<file path="src/crtm_pkg.sv">
// shared types and constants for the clock rate table match block
package crtm_pkg;

  localparam int CFG_AW = 2;
  localparam int CFG_DW = 5;

  localparam logic [CFG_AW-1:0] REG_TABLE_COUNT  = 2'd0;
  localparam logic [CFG_AW-1:0] REG_PARENT_COUNT = 2'd1;
  localparam logic [CFG_AW-1:0] REG_MATCH_EXACT  = 2'd2;

  localparam logic [1:0] FUNC_TABLE = 2'd0;
  localparam logic [1:0] FUNC_PMAP  = 2'd1;
  localparam logic [1:0] FUNC_RATE  = 2'd2;

  localparam logic [2:0] ST_OK          = 3'd0;
  localparam logic [2:0] ST_EMPTY       = 3'd1;
  localparam logic [2:0] ST_ZERO_REQ    = 3'd2;
  localparam logic [2:0] ST_NOT_EXACT   = 3'd3;
  localparam logic [2:0] ST_ZERO_FREQ   = 3'd4;
  localparam logic [2:0] ST_UNMAPPED    = 3'd5;
  localparam logic [2:0] ST_ZERO_PREDIV = 3'd6;

  localparam int SEL_LSB = 8;
  localparam int SEL_W   = 3;
  localparam int HID_W   = 5;

  localparam int DIV_W   = 33;
  localparam int DIV_CNT_W = $clog2(DIV_W + 1);

  typedef enum logic [3:0] {
    S_IDLE,
    S_TWAIT,
    S_TLAT,
    S_DIV1,
    S_DIV2,
    S_NEXT,
    S_CHK,
    S_BWAIT,
    S_BLAT,
    S_PWAIT,
    S_PCMP,
    S_DONE
  } state_t;

  typedef struct packed {
    logic [1:0]  func;
    logic [3:0]  entry_index;
    logic [31:0] freq_hz;
    logic [7:0]  parent_ref;
    logic [5:0]  pre_div;
    logic [15:0] m_value;
    logic [15:0] n_value;
    logic [2:0]  source_select;
    logic [31:0] req_hz;
    logic [31:0] cur_cfg;
  } req_t;

  typedef struct packed {
    logic [2:0]  status;
    logic [3:0]  best_index;
    logic [31:0] src_hz;
    logic [31:0] cfg_word;
    logic [15:0] m_out;
    logic [15:0] n_out;
    logic [15:0] d_out;
  } res_t;

  typedef struct packed {
    logic [31:0] freq;
    logic [7:0]  parent;
    logic [5:0]  prediv;
    logic [15:0] m;
    logic [15:0] n;
  } entry_t;

  typedef struct packed {
    logic [7:0]       id;
    logic [SEL_W-1:0] sel;
  } pmap_t;

  localparam int ENTRY_W = $bits(entry_t);
  localparam int PMAP_W  = $bits(pmap_t);

endpackage

</file>
<file path="src/crtm_if.sv">
// request and result channel interfaces
interface crtm_req_if;
  logic            valid;
  logic            ready;
  crtm_pkg::req_t  data;

  modport source (output valid, output data, input ready);
  modport sink (input valid, input data, output ready);
endinterface

interface crtm_res_if;
  logic            valid;
  logic            ready;
  crtm_pkg::res_t  data;

  modport source (output valid, output data, input ready);
  modport sink (input valid, input data, output ready);
endinterface

</file>
<file path="src/crtm_ram.sv">
// generic single-write, single-read ram with registered read data
module crtm_ram #(
  parameter int WIDTH = 8,
  parameter int DEPTH = 16
) (
  input  logic                                   clk,
  input  logic                                   we,
  input  logic [(DEPTH > 1 ? $clog2(DEPTH) : 1)-1:0] waddr,
  input  logic [WIDTH-1:0]                       wdata,
  input  logic [(DEPTH > 1 ? $clog2(DEPTH) : 1)-1:0] raddr,
  output logic [WIDTH-1:0]                       rdata
);

  logic [WIDTH-1:0] mem [DEPTH];

  always_ff @(posedge clk) begin
    if (we) begin
      mem[waddr] <= wdata;
    end
    rdata <= mem[raddr];
  end

endmodule

</file>
<file path="src/crtm_div.sv">
// bit-serial restoring divider, one quotient bit per cycle
module crtm_div (
  input  logic                       clk,
  input  logic                       rst,
  input  logic                       start,
  input  logic [crtm_pkg::DIV_W-1:0] dividend,
  input  logic [crtm_pkg::DIV_W-1:0] divisor,
  output logic                       done,
  output logic [crtm_pkg::DIV_W-1:0] quot
);

  logic                           run;
  logic [crtm_pkg::DIV_CNT_W-1:0] cnt;
  logic [crtm_pkg::DIV_W-1:0]     rem;
  logic [crtm_pkg::DIV_W-1:0]     dsr;
  logic [crtm_pkg::DIV_W:0]       shifted;
  logic [crtm_pkg::DIV_W:0]       diff;

  assign shifted = {rem, quot[crtm_pkg::DIV_W-1]};
  assign diff    = shifted - {1'b0, dsr};

  always_ff @(posedge clk) begin
    if (rst) begin
      run  <= 1'b0;
      done <= 1'b0;
      cnt  <= '0;
    end else begin
      done <= 1'b0;
      if (start) begin
        run <= 1'b1;
        cnt <= crtm_pkg::DIV_CNT_W'(crtm_pkg::DIV_W);
      end else if (run) begin
        cnt <= cnt - crtm_pkg::DIV_CNT_W'(1);
        if (cnt == crtm_pkg::DIV_CNT_W'(1)) begin
          run  <= 1'b0;
          done <= 1'b1;
        end
      end
    end
  end

  always_ff @(posedge clk) begin
    if (start) begin
      rem  <= '0;
      quot <= dividend;
      dsr  <= divisor;
    end else if (run) begin
      if (!diff[crtm_pkg::DIV_W]) begin
        rem  <= diff[crtm_pkg::DIV_W-1:0];
        quot <= {quot[crtm_pkg::DIV_W-2:0], 1'b1};
      end else begin
        rem  <= shifted[crtm_pkg::DIV_W-1:0];
        quot <= {quot[crtm_pkg::DIV_W-2:0], 1'b0};
      end
    end
  end

endmodule

</file>
<file path="src/clock_rate_table_match.sv">
// top level: frequency table search and divider word builder
// loads and parent map writes go straight into their rams; a rate request walks the table entries in use
// a nonzero entry takes a table read and two serial divides, a zero entry skips the divides
// then the winner is read back and the parent map is searched one entry at a time
// one request at a time; the result register lets the next request be taken while it waits
// synchronous reset clears control and the config registers; table contents stay undefined until loaded
module clock_rate_table_match #(
  parameter int TABLE_DEPTH = 16,
  parameter int PMAP_DEPTH  = 8
) (
  input  logic                        clk,
  input  logic                        rst,
  input  logic                        cfg_we,
  input  logic [crtm_pkg::CFG_AW-1:0] cfg_index,
  input  logic [crtm_pkg::CFG_DW-1:0] cfg_data,
  crtm_req_if.sink                    request,
  crtm_res_if.source                  result
);

  localparam int IW  = TABLE_DEPTH > 1 ? $clog2(TABLE_DEPTH) : 1;
  localparam int CW  = $clog2(TABLE_DEPTH + 1);
  localparam int PW  = PMAP_DEPTH > 1 ? $clog2(PMAP_DEPTH) : 1;
  localparam int PCW = $clog2(PMAP_DEPTH + 1);

  crtm_pkg::state_t state, state_next;

  logic [4:0] table_count;
  logic [3:0] parent_count;
  logic       match_exact;

  logic [CW-1:0]  count;
  logic [PCW-1:0] pcount;
  logic [CW-1:0]  idx;
  logic [CW-1:0]  idx_next;
  logic [PCW-1:0] pidx;
  logic [PCW-1:0] pidx_next;
  logic [IW-1:0]  win_idx;
  logic [31:0]    win_delta;
  logic [31:0]    rq_hz;
  logic [31:0]    cur;
  logic [2:0]     status;
  logic [crtm_pkg::SEL_W-1:0] sel;
  crtm_pkg::entry_t ent;

  logic             accept;
  logic             tbl_we;
  logic             pm_we;
  crtm_pkg::entry_t tbl_wdata;
  crtm_pkg::entry_t tbl_rdata;
  crtm_pkg::pmap_t  pm_wdata;
  crtm_pkg::pmap_t  pm_rdata;

  logic                       div_start;
  logic                       div_done;
  logic [crtm_pkg::DIV_W-1:0] div_dividend;
  logic [crtm_pkg::DIV_W-1:0] div_divisor;
  logic [crtm_pkg::DIV_W-1:0] div_quot;
  logic [31:0]                delta;

  logic           res_load;
  crtm_pkg::res_t res_next;
  logic [15:0]    d_val;
  logic [31:0]    cfg_val;
  logic [5:0]     hid_full;

  assign count  = (9'(table_count) > 9'(TABLE_DEPTH)) ? CW'(TABLE_DEPTH) : CW'(table_count);
  assign pcount = (7'(parent_count) > 7'(PMAP_DEPTH)) ? PCW'(PMAP_DEPTH) : PCW'(parent_count);
  assign idx_next  = idx + CW'(1);
  assign pidx_next = pidx + PCW'(1);
  assign accept = request.valid && request.ready;
  assign delta  = rq_hz - div_quot[31:0];

  assign tbl_wdata = '{freq:   request.data.freq_hz,
                       parent: request.data.parent_ref,
                       prediv: request.data.pre_div,
                       m:      request.data.m_value,
                       n:      request.data.n_value};
  assign pm_wdata  = '{id: request.data.parent_ref, sel: request.data.source_select};

  crtm_ram #(.WIDTH(crtm_pkg::ENTRY_W), .DEPTH(TABLE_DEPTH)) u_tbl (
    .clk   (clk),
    .we    (tbl_we),
    .waddr (IW'(request.data.entry_index)),
    .wdata (tbl_wdata),
    .raddr (idx[IW-1:0]),
    .rdata (tbl_rdata)
  );

  crtm_ram #(.WIDTH(crtm_pkg::PMAP_W), .DEPTH(PMAP_DEPTH)) u_pmap (
    .clk   (clk),
    .we    (pm_we),
    .waddr (PW'(request.data.entry_index)),
    .wdata (pm_wdata),
    .raddr (pidx[PW-1:0]),
    .rdata (pm_rdata)
  );

  crtm_div u_div (
    .clk      (clk),
    .rst      (rst),
    .start    (div_start),
    .dividend (div_dividend),
    .divisor  (div_divisor),
    .done     (div_done),
    .quot     (div_quot)
  );

  // next state
  always_comb begin
    state_next = state;
    case (state)
      crtm_pkg::S_IDLE: begin
        if (accept && request.data.func == crtm_pkg::FUNC_RATE) begin
          if (count == '0 || request.data.req_hz == '0) begin
            state_next = crtm_pkg::S_DONE;
          end else begin
            state_next = crtm_pkg::S_TWAIT;
          end
        end
      end
      crtm_pkg::S_TWAIT: state_next = crtm_pkg::S_TLAT;
      crtm_pkg::S_TLAT: begin
        state_next = (tbl_rdata.freq == '0) ? crtm_pkg::S_NEXT : crtm_pkg::S_DIV1;
      end
      crtm_pkg::S_DIV1: begin
        if (div_done) begin
          state_next = crtm_pkg::S_DIV2;
        end
      end
      crtm_pkg::S_DIV2: begin
        if (div_done) begin
          state_next = crtm_pkg::S_NEXT;
        end
      end
      crtm_pkg::S_NEXT: begin
        state_next = (idx_next == count) ? crtm_pkg::S_CHK : crtm_pkg::S_TWAIT;
      end
      crtm_pkg::S_CHK: begin
        if (match_exact && win_delta != '0) begin
          state_next = crtm_pkg::S_DONE;
        end else begin
          state_next = crtm_pkg::S_BWAIT;
        end
      end
      crtm_pkg::S_BWAIT: state_next = crtm_pkg::S_BLAT;
      crtm_pkg::S_BLAT: begin
        if (tbl_rdata.freq == '0 || pcount == '0) begin
          state_next = crtm_pkg::S_DONE;
        end else begin
          state_next = crtm_pkg::S_PWAIT;
        end
      end
      crtm_pkg::S_PWAIT: state_next = crtm_pkg::S_PCMP;
      crtm_pkg::S_PCMP: begin
        if (pm_rdata.id == ent.parent || pidx_next == pcount) begin
          state_next = crtm_pkg::S_DONE;
        end else begin
          state_next = crtm_pkg::S_PWAIT;
        end
      end
      crtm_pkg::S_DONE: begin
        if (!result.valid || result.ready) begin
          state_next = crtm_pkg::S_IDLE;
        end
      end
      default: state_next = crtm_pkg::S_IDLE;
    endcase
  end

  // control outputs
  always_comb begin
    request.ready = 1'b0;
    tbl_we        = 1'b0;
    pm_we         = 1'b0;
    div_start     = 1'b0;
    div_dividend  = {1'b0, tbl_rdata.freq} + {1'b0, rq_hz} - crtm_pkg::DIV_W'(1);
    div_divisor   = {1'b0, rq_hz};
    res_load      = 1'b0;
    case (state)
      crtm_pkg::S_IDLE: begin
        request.ready = 1'b1;
        tbl_we = request.valid && request.data.func == crtm_pkg::FUNC_TABLE &&
                 9'(request.data.entry_index) < 9'(TABLE_DEPTH);
        pm_we  = request.valid && request.data.func == crtm_pkg::FUNC_PMAP &&
                 7'(request.data.entry_index) < 7'(PMAP_DEPTH);
      end
      crtm_pkg::S_TLAT: begin
        div_start = (tbl_rdata.freq != '0);
      end
      crtm_pkg::S_DIV1: begin
        div_start    = div_done;
        div_dividend = {1'b0, ent.freq};
        div_divisor  = {1'b0, div_quot[31:0]};
      end
      crtm_pkg::S_DONE: begin
        res_load = !result.valid || result.ready;
      end
      default: begin
        div_start = 1'b0;
      end
    endcase
  end

  always_ff @(posedge clk) begin
    if (rst) begin
      state        <= crtm_pkg::S_IDLE;
      table_count  <= '0;
      parent_count <= '0;
      match_exact  <= 1'b0;
    end else begin
      state <= state_next;
      if (cfg_we) begin
        case (cfg_index)
          crtm_pkg::REG_TABLE_COUNT:  table_count  <= cfg_data;
          crtm_pkg::REG_PARENT_COUNT: parent_count <= cfg_data[3:0];
          crtm_pkg::REG_MATCH_EXACT:  match_exact  <= cfg_data[0];
          default: ;
        endcase
      end
    end
  end

  // search datapath
  always_ff @(posedge clk) begin
    case (state)
      crtm_pkg::S_IDLE: begin
        if (accept && request.data.func == crtm_pkg::FUNC_RATE) begin
          rq_hz     <= request.data.req_hz;
          cur       <= request.data.cur_cfg;
          idx       <= '0;
          pidx      <= '0;
          win_idx   <= '0;
          win_delta <= '1;
          if (count == '0) begin
            status <= crtm_pkg::ST_EMPTY;
          end else if (request.data.req_hz == '0) begin
            status <= crtm_pkg::ST_ZERO_REQ;
          end else begin
            status <= crtm_pkg::ST_OK;
          end
        end
      end
      crtm_pkg::S_TLAT: begin
        ent <= tbl_rdata;
      end
      crtm_pkg::S_DIV2: begin
        if (div_done && delta < win_delta) begin
          win_delta <= delta;
          win_idx   <= idx[IW-1:0];
        end
      end
      crtm_pkg::S_NEXT: begin
        if (idx_next != count) begin
          idx <= idx_next;
        end
      end
      crtm_pkg::S_CHK: begin
        if (match_exact && win_delta != '0) begin
          status <= crtm_pkg::ST_NOT_EXACT;
        end
        idx <= CW'(win_idx);
      end
      crtm_pkg::S_BLAT: begin
        ent <= tbl_rdata;
        if (tbl_rdata.freq == '0) begin
          status <= crtm_pkg::ST_ZERO_FREQ;
        end else if (pcount == '0) begin
          status <= crtm_pkg::ST_UNMAPPED;
        end
      end
      crtm_pkg::S_PCMP: begin
        if (pm_rdata.id == ent.parent) begin
          sel    <= pm_rdata.sel;
          status <= (ent.prediv == '0) ? crtm_pkg::ST_ZERO_PREDIV : crtm_pkg::ST_OK;
        end else if (pidx_next == pcount) begin
          status <= crtm_pkg::ST_UNMAPPED;
        end else begin
          pidx <= pidx_next;
        end
      end
      default: ;
    endcase
  end

  // result word
  assign hid_full = ent.prediv - 6'd1;
  assign d_val    = (ent.n > ent.m) ? (ent.n - ent.m) : '0;

  always_comb begin
    cfg_val = cur;
    cfg_val[crtm_pkg::SEL_LSB +: crtm_pkg::SEL_W] = sel;
    cfg_val[crtm_pkg::HID_W-1:0] = hid_full[crtm_pkg::HID_W-1:0];
    res_next = '0;
    res_next.status = status;
    if (status == crtm_pkg::ST_OK) begin
      res_next.best_index = 4'(win_idx);
      res_next.src_hz     = ent.freq;
      res_next.cfg_word   = cfg_val;
      res_next.m_out      = ent.m;
      res_next.n_out      = ent.n;
      res_next.d_out      = d_val;
    end
  end

  always_ff @(posedge clk) begin
    if (rst) begin
      result.valid <= 1'b0;
    end else if (res_load) begin
      result.valid <= 1'b1;
    end else if (result.ready) begin
      result.valid <= 1'b0;
    end
  end

  always_ff @(posedge clk) begin
    if (res_load) begin
      result.data <= res_next;
    end
  end

endmodule

</file>
<file path="src/flat_wrapper.sv">
// flat-port wrapper written by rule: the top's interface ports become plain ports
module clock_rate_table_match_flat 
#(
  parameter int TABLE_DEPTH = 16,
  parameter int PMAP_DEPTH  = 8
)
  (clk, rst, cfg_we, cfg_index, cfg_data, request_valid, request_data, request_ready, result_valid, result_data, result_ready);
  crtm_req_if request_i ();
  crtm_res_if result_i ();
  input  logic clk;
  input  logic rst;
  input  logic cfg_we;
  input  logic [crtm_pkg::CFG_AW-1:0] cfg_index;
  input  logic [crtm_pkg::CFG_DW-1:0] cfg_data;
  input wire logic [$bits(request_i.valid)-1:0] request_valid;
  input wire logic [$bits(request_i.data)-1:0] request_data;
  output wire logic [$bits(request_i.ready)-1:0] request_ready;
  output wire logic [$bits(result_i.valid)-1:0] result_valid;
  output wire logic [$bits(result_i.data)-1:0] result_data;
  input wire logic [$bits(result_i.ready)-1:0] result_ready;
  assign request_i.valid = request_valid;
  assign request_i.data = request_data;
  assign request_ready = request_i.ready;
  assign result_valid = result_i.valid;
  assign result_data = result_i.data;
  assign result_i.ready = result_ready;
  clock_rate_table_match #(.TABLE_DEPTH(TABLE_DEPTH), .PMAP_DEPTH(PMAP_DEPTH)) u_core (.clk(clk), .rst(rst), .cfg_we(cfg_we), .cfg_index(cfg_index), .cfg_data(cfg_data), .request(request_i), .result(result_i));
endmodule
</file>
<file path="config.mk">
export PLATFORM = sky130hd
export DESIGN_NAME = clock_rate_table_match_flat
export DESIGN_NICKNAME = d
export VERILOG_FILES = /design/src/crtm_pkg.sv /design/src/crtm_if.sv /design/src/crtm_ram.sv /design/src/crtm_div.sv /design/src/clock_rate_table_match.sv /design/src/flat_wrapper.sv
export SDC_FILE = /design/constraint.sdc
export NUM_CORES = 2
export LEC_CHECK = 0
export BUFFER_PORTS_ARGS = -buffer_cell sky130_fd_sc_hd__buf_2
export CORE_AREA = 2 2 439 354
export CTS_CLUSTER_SIZE = 28
export DETAILED_ROUTE_END_ITERATION = 6
export DIE_AREA = 0 0 441 356
export PLACE_DENSITY = 0.66
export SYNTH_ARGS = -nofsm -noshare
export SYNTH_HDL_FRONTEND = slang
export SYNTH_HIERARCHICAL = 1
export SYNTH_SLANG_ARGS = --single-unit
</file>
<file path="constraint.sdc">
create_clock -name clk -period 8.5 [get_ports clk]
set_input_delay 0.85 -clock clk [delete_from_list [all_inputs] [get_ports clk]]
set_output_delay 0.85 -clock clk [all_outputs]
set_load 0.1 [all_outputs]
</file>
==> results.md <==
* Status: completed
* WL final at between 150,000 and 200,000 µm
* Final setup viols at 0
* First-pass GRT wire length at about 260,000 µm
* Die width at ~440 µm
* Pin count of the biggest net entering global routing at ~160
* Die Y at approximately 360 µm
* Slowest cell on the critical path: buf_4
* Clock skew at roughly 0.052 ns
* Final #Nets at just over 5,000
* Yosys top cell by area: edfxtp_1
* Io pins at 284
* DP Area at around 80,000 µm²
* Setup CP Type: reg -> reg
* # H-tree levels at 4
* Number of clock sinks at about 1,900
* Critical path's most frequent cell: a21o_1
* Clock share of power at roughly a third
* M3 GR Usage at 3.94%
* Power share of the combinational group at between 20 and 25%
* PortBufs at 275
* WHS at 0.218 ns
* Top FF cell, synth: edfxtp_1
* Clk buf depth at 3
* RSZ-0062 raised after global routing: no
* CP arrival at between 5 and 6 ns
* Power per Cell Area at between 200 and 300 nW/µm²
* Iter 0 DRT Violations at about 4,200
* Clock Latency Late Sink at approximately 0.8 ns
* Largest cells by area after synthesis: edfxtp_1 68%, mux4_2 9.1%, dfxtp_1 3.8%
* Synthesized Nets at around 4,800
* Hold-fix buffers, CTS at 0
* Setup Buffers After CTS at 0
* Row count at around 130
* Rel. slew slack at between 10 and 15%
* Min setup slack post-route at between 3 and 4 ns
* Synthesis Warnings at 6
* Synthesized flop and latch total at between 1,500 and 2,000
* Final ANT Viol Nets at 0
* Distinct cells, synth at 80
* Synth top area share at approximately two thirds
* Flop pwr share at around 46%
* Remaining DRCs at 0
* CTS Buf Count at between 150 and 200
* Count leader, synth: edfxtp_1
* HPWL after DPL at 107,000 µm
* Critical-path maximum fanout at 33
* Cells after Synth at between 4,000 and 5,000
* Final Util at 55.8%
* Layout cells sized above 1 at 20.7%
* Root Driver: clkbuf_16
* Hold Crit Class: in -> reg
* Number of global-route vias before repair at about 40,000
* Synth Cell Area at about 76,000 µm²
* GR peak layer: met2
* Register area share after synthesis at about 71%
* Fmax at about 200 MHz
* Max VDD drop at between 150 and 200 µV
* DRT Pass-1 Iters at 6
* Crit start category: flip-flop
* Placed insts at ~6,600
* R2r setup slk at around 3.4 ns
* P_sw at roughly 6.9 mW
* Placer Congestion at a little under 0.9
* Grt met2 use at 36.4%
* Post-route cell area at around 85,000 µm²
* Critical Path, Cell by Cell: ha_1 -> fa_1 -> nor2b_1 -> o21ai_0 -> a211o_1 -> a21oi_1 -> nor2_1 -> xnor2_1 -> ha_1 -> a21o_1 -> a21o_1 -> a21o_1 -> a21o_1 -> a21o_1 -> a221oi_1 -> o31ai_1 -> a21oi_4 -> buf_4
* GR Layer Usage met1 at 32.6%
* Core area at approximately 150,000 µm²
* Die ar. at around 160,000 µm²
* EDFF count, synth at between 1,500 and 2,000
* CTS clk-pin slew, worst paths at roughly 0.06 ns
* Wire per inst at between 20 and 30 µm
* Tot GR Track Use at around 23%
* Final hold violation count at 0
* Sw Share at about 29%
* Finished Layout Cells at between 6,000 and 7,000
* Global route overflow at 0
* Crit. End Element: flip-flop
* Total power at about 24 mW
* Period minus WS final at 5.10 ns
* Initial Util at around 50%
* Lkg Pwr at 29.8 nW
* Max_cap viols at 0
* Pins over their slew limit at 0
* Async set or reset register ratio after synthesis at 0%
* Worst path max stage delay at 0.45 ns
* TritonCTS clock tree: yes
* Antenna violations before repair at 33
* Setup TNS at 0 ns
* Least-Margin Pin Slew at 1.33 ns
* Critical Path RT at between 8 and 9 ns
* Syn avg cell area at about 17 µm²
* DP Worst Slack at around 3.5 ns
* Via density at 5.81
* Via count at approximately 40,000
* Pint at ~17 mW
* Area growth syn-to-layout at 12.7%
* Post-CTS sizing at 0
* Fin crit share at about 60%
* Synth cell count leaders: 1,706 x edfxtp_1, 305 x mux4_2, 275 x inv_1
flip-flops by register name, indices dropped and copies added (netlist names), 6 cells and up:
| register | count |
|---|---|
| u_core/cur | 24 |
| u_core/ent | 78 |
| u_core/result.data | 119 |
| u_core/rq_hz | 32 |
| u_core/u_div/cnt | 6 |
| u_core/u_div/dsr | 33 |
| u_core/u_div/quot | 33 |
| u_core/u_div/rem | 33 |
| u_core/u_pmap/mem | 88 |
| u_core/u_pmap/rdata | 11 |
| u_core/u_tbl/mem | 1248 |
| u_core/u_tbl/rdata | 78 |
| u_core/win_delta | 32 |
layout by cell type, fill, tap and decap left out, types with 23 or more instances in the layout:
cell type,n
nor2b_1,23
clkinv_1,28
nor3_1,29
xor2_1,56
nand2_1,216
mux4_2,305
nand2b_1,61
clkbuf_16,180
nor2_1,187
buf_4,70
mux2_2,45
a22oi_1,156
mux2i_1,39
inv_1,274
clkinv_2,35
a21oi_1,133
and2_1,81
o21ai_0,116
xnor2_1,66
nor4_1,30
nand4_1,26
nand3_1,25
a21o_1,59
buf_2,275
mux4_1,29
clkbuf_1,32
a211oi_1,44
edfxtp_1,1706
dfxtp_1,144
ha_1,179
layer usage:
metal  part of all wire [%]  vias to the layer above  wire, µm
met5                  0.064                        -       115
met4                    2.3                       18      4080
li1                       -                    17972         -
met1                     43                    20827     76200
met2                     48                     1340     85700
met3                    6.9                      248     12200
worst paths after layout:
check | from | endpoint | cells after the start
hold / removal | request_data[16] | u_core/cur[16] | 1
setup / recovery | u_core/u_div/quot[0] | u_core/win_delta[31] | 18
hold reg to reg | u_core/u_tbl/rdata[10] | u_core/ent[10] | 0
setup reg to reg | u_core/u_div/quot[0] | u_core/win_delta[31] | 18
power groups by stage:
stage / Clock (mW) / Combinational (mW) / Sequential, mW
after floorplan: 0 / 3.83 / 11.2
after global placement: 0 / 5.09 / 11.3
after CTS: 7.94 / 5.17 / 11.1
after detailed placement: 0 / 5.14 / 11.3
after global routing: 8.30 / 5.73 / 11.1
final: 7.77 / 5.18 / 11.1
logic make-up (layout without fill, tap and decap cells):
group	Yosys count	after routing	share of synthesized area [%]
AND/OR/NAND/NOR	755	755	4.82
XOR/XNOR	123	123	1.44
other	1	10	0.00494
buffers and inverters	451	955	2.56
flip-flops	1851	1851	71.4
adder cells (fa/ha/maj)	183	183	3.06
multiplexers	418	418	11.2
AO/OA/AOI/OAI	630	630	5.51
critical path: cells and delay by family (launching register included):
family | cells | cell delay, ns
AO/OA/AOI/OAI | 11 | 2.41
XOR/XNOR | 1 | 0.21
adder cells (fa/ha/maj) | 3 | 0.95
buffers and inverters | 1 | 0.45
flip-flops | 1 | 0.43
AND/OR/NAND/NOR | 2 | 0.27
cell type report:
| class | count | area [µm²] |
|---|---|---|
| Fill cell | 11806 | 67700 |
| Sequential cell | 1851 | 54100 |
| Multi-Input combinational cell | 2110 | 20000 |
| Clock buffer | 226 | 4820 |
| Tap cell | 2030 | 2540 |
| Timing Repair Buffer | 349 | 1980 |
| Inverter | 275 | 1030 |
| Clock inverter | 105 | 977 |
| Antenna cell | 9 | 22.5 |
Power figures use the tool's default switching activity.
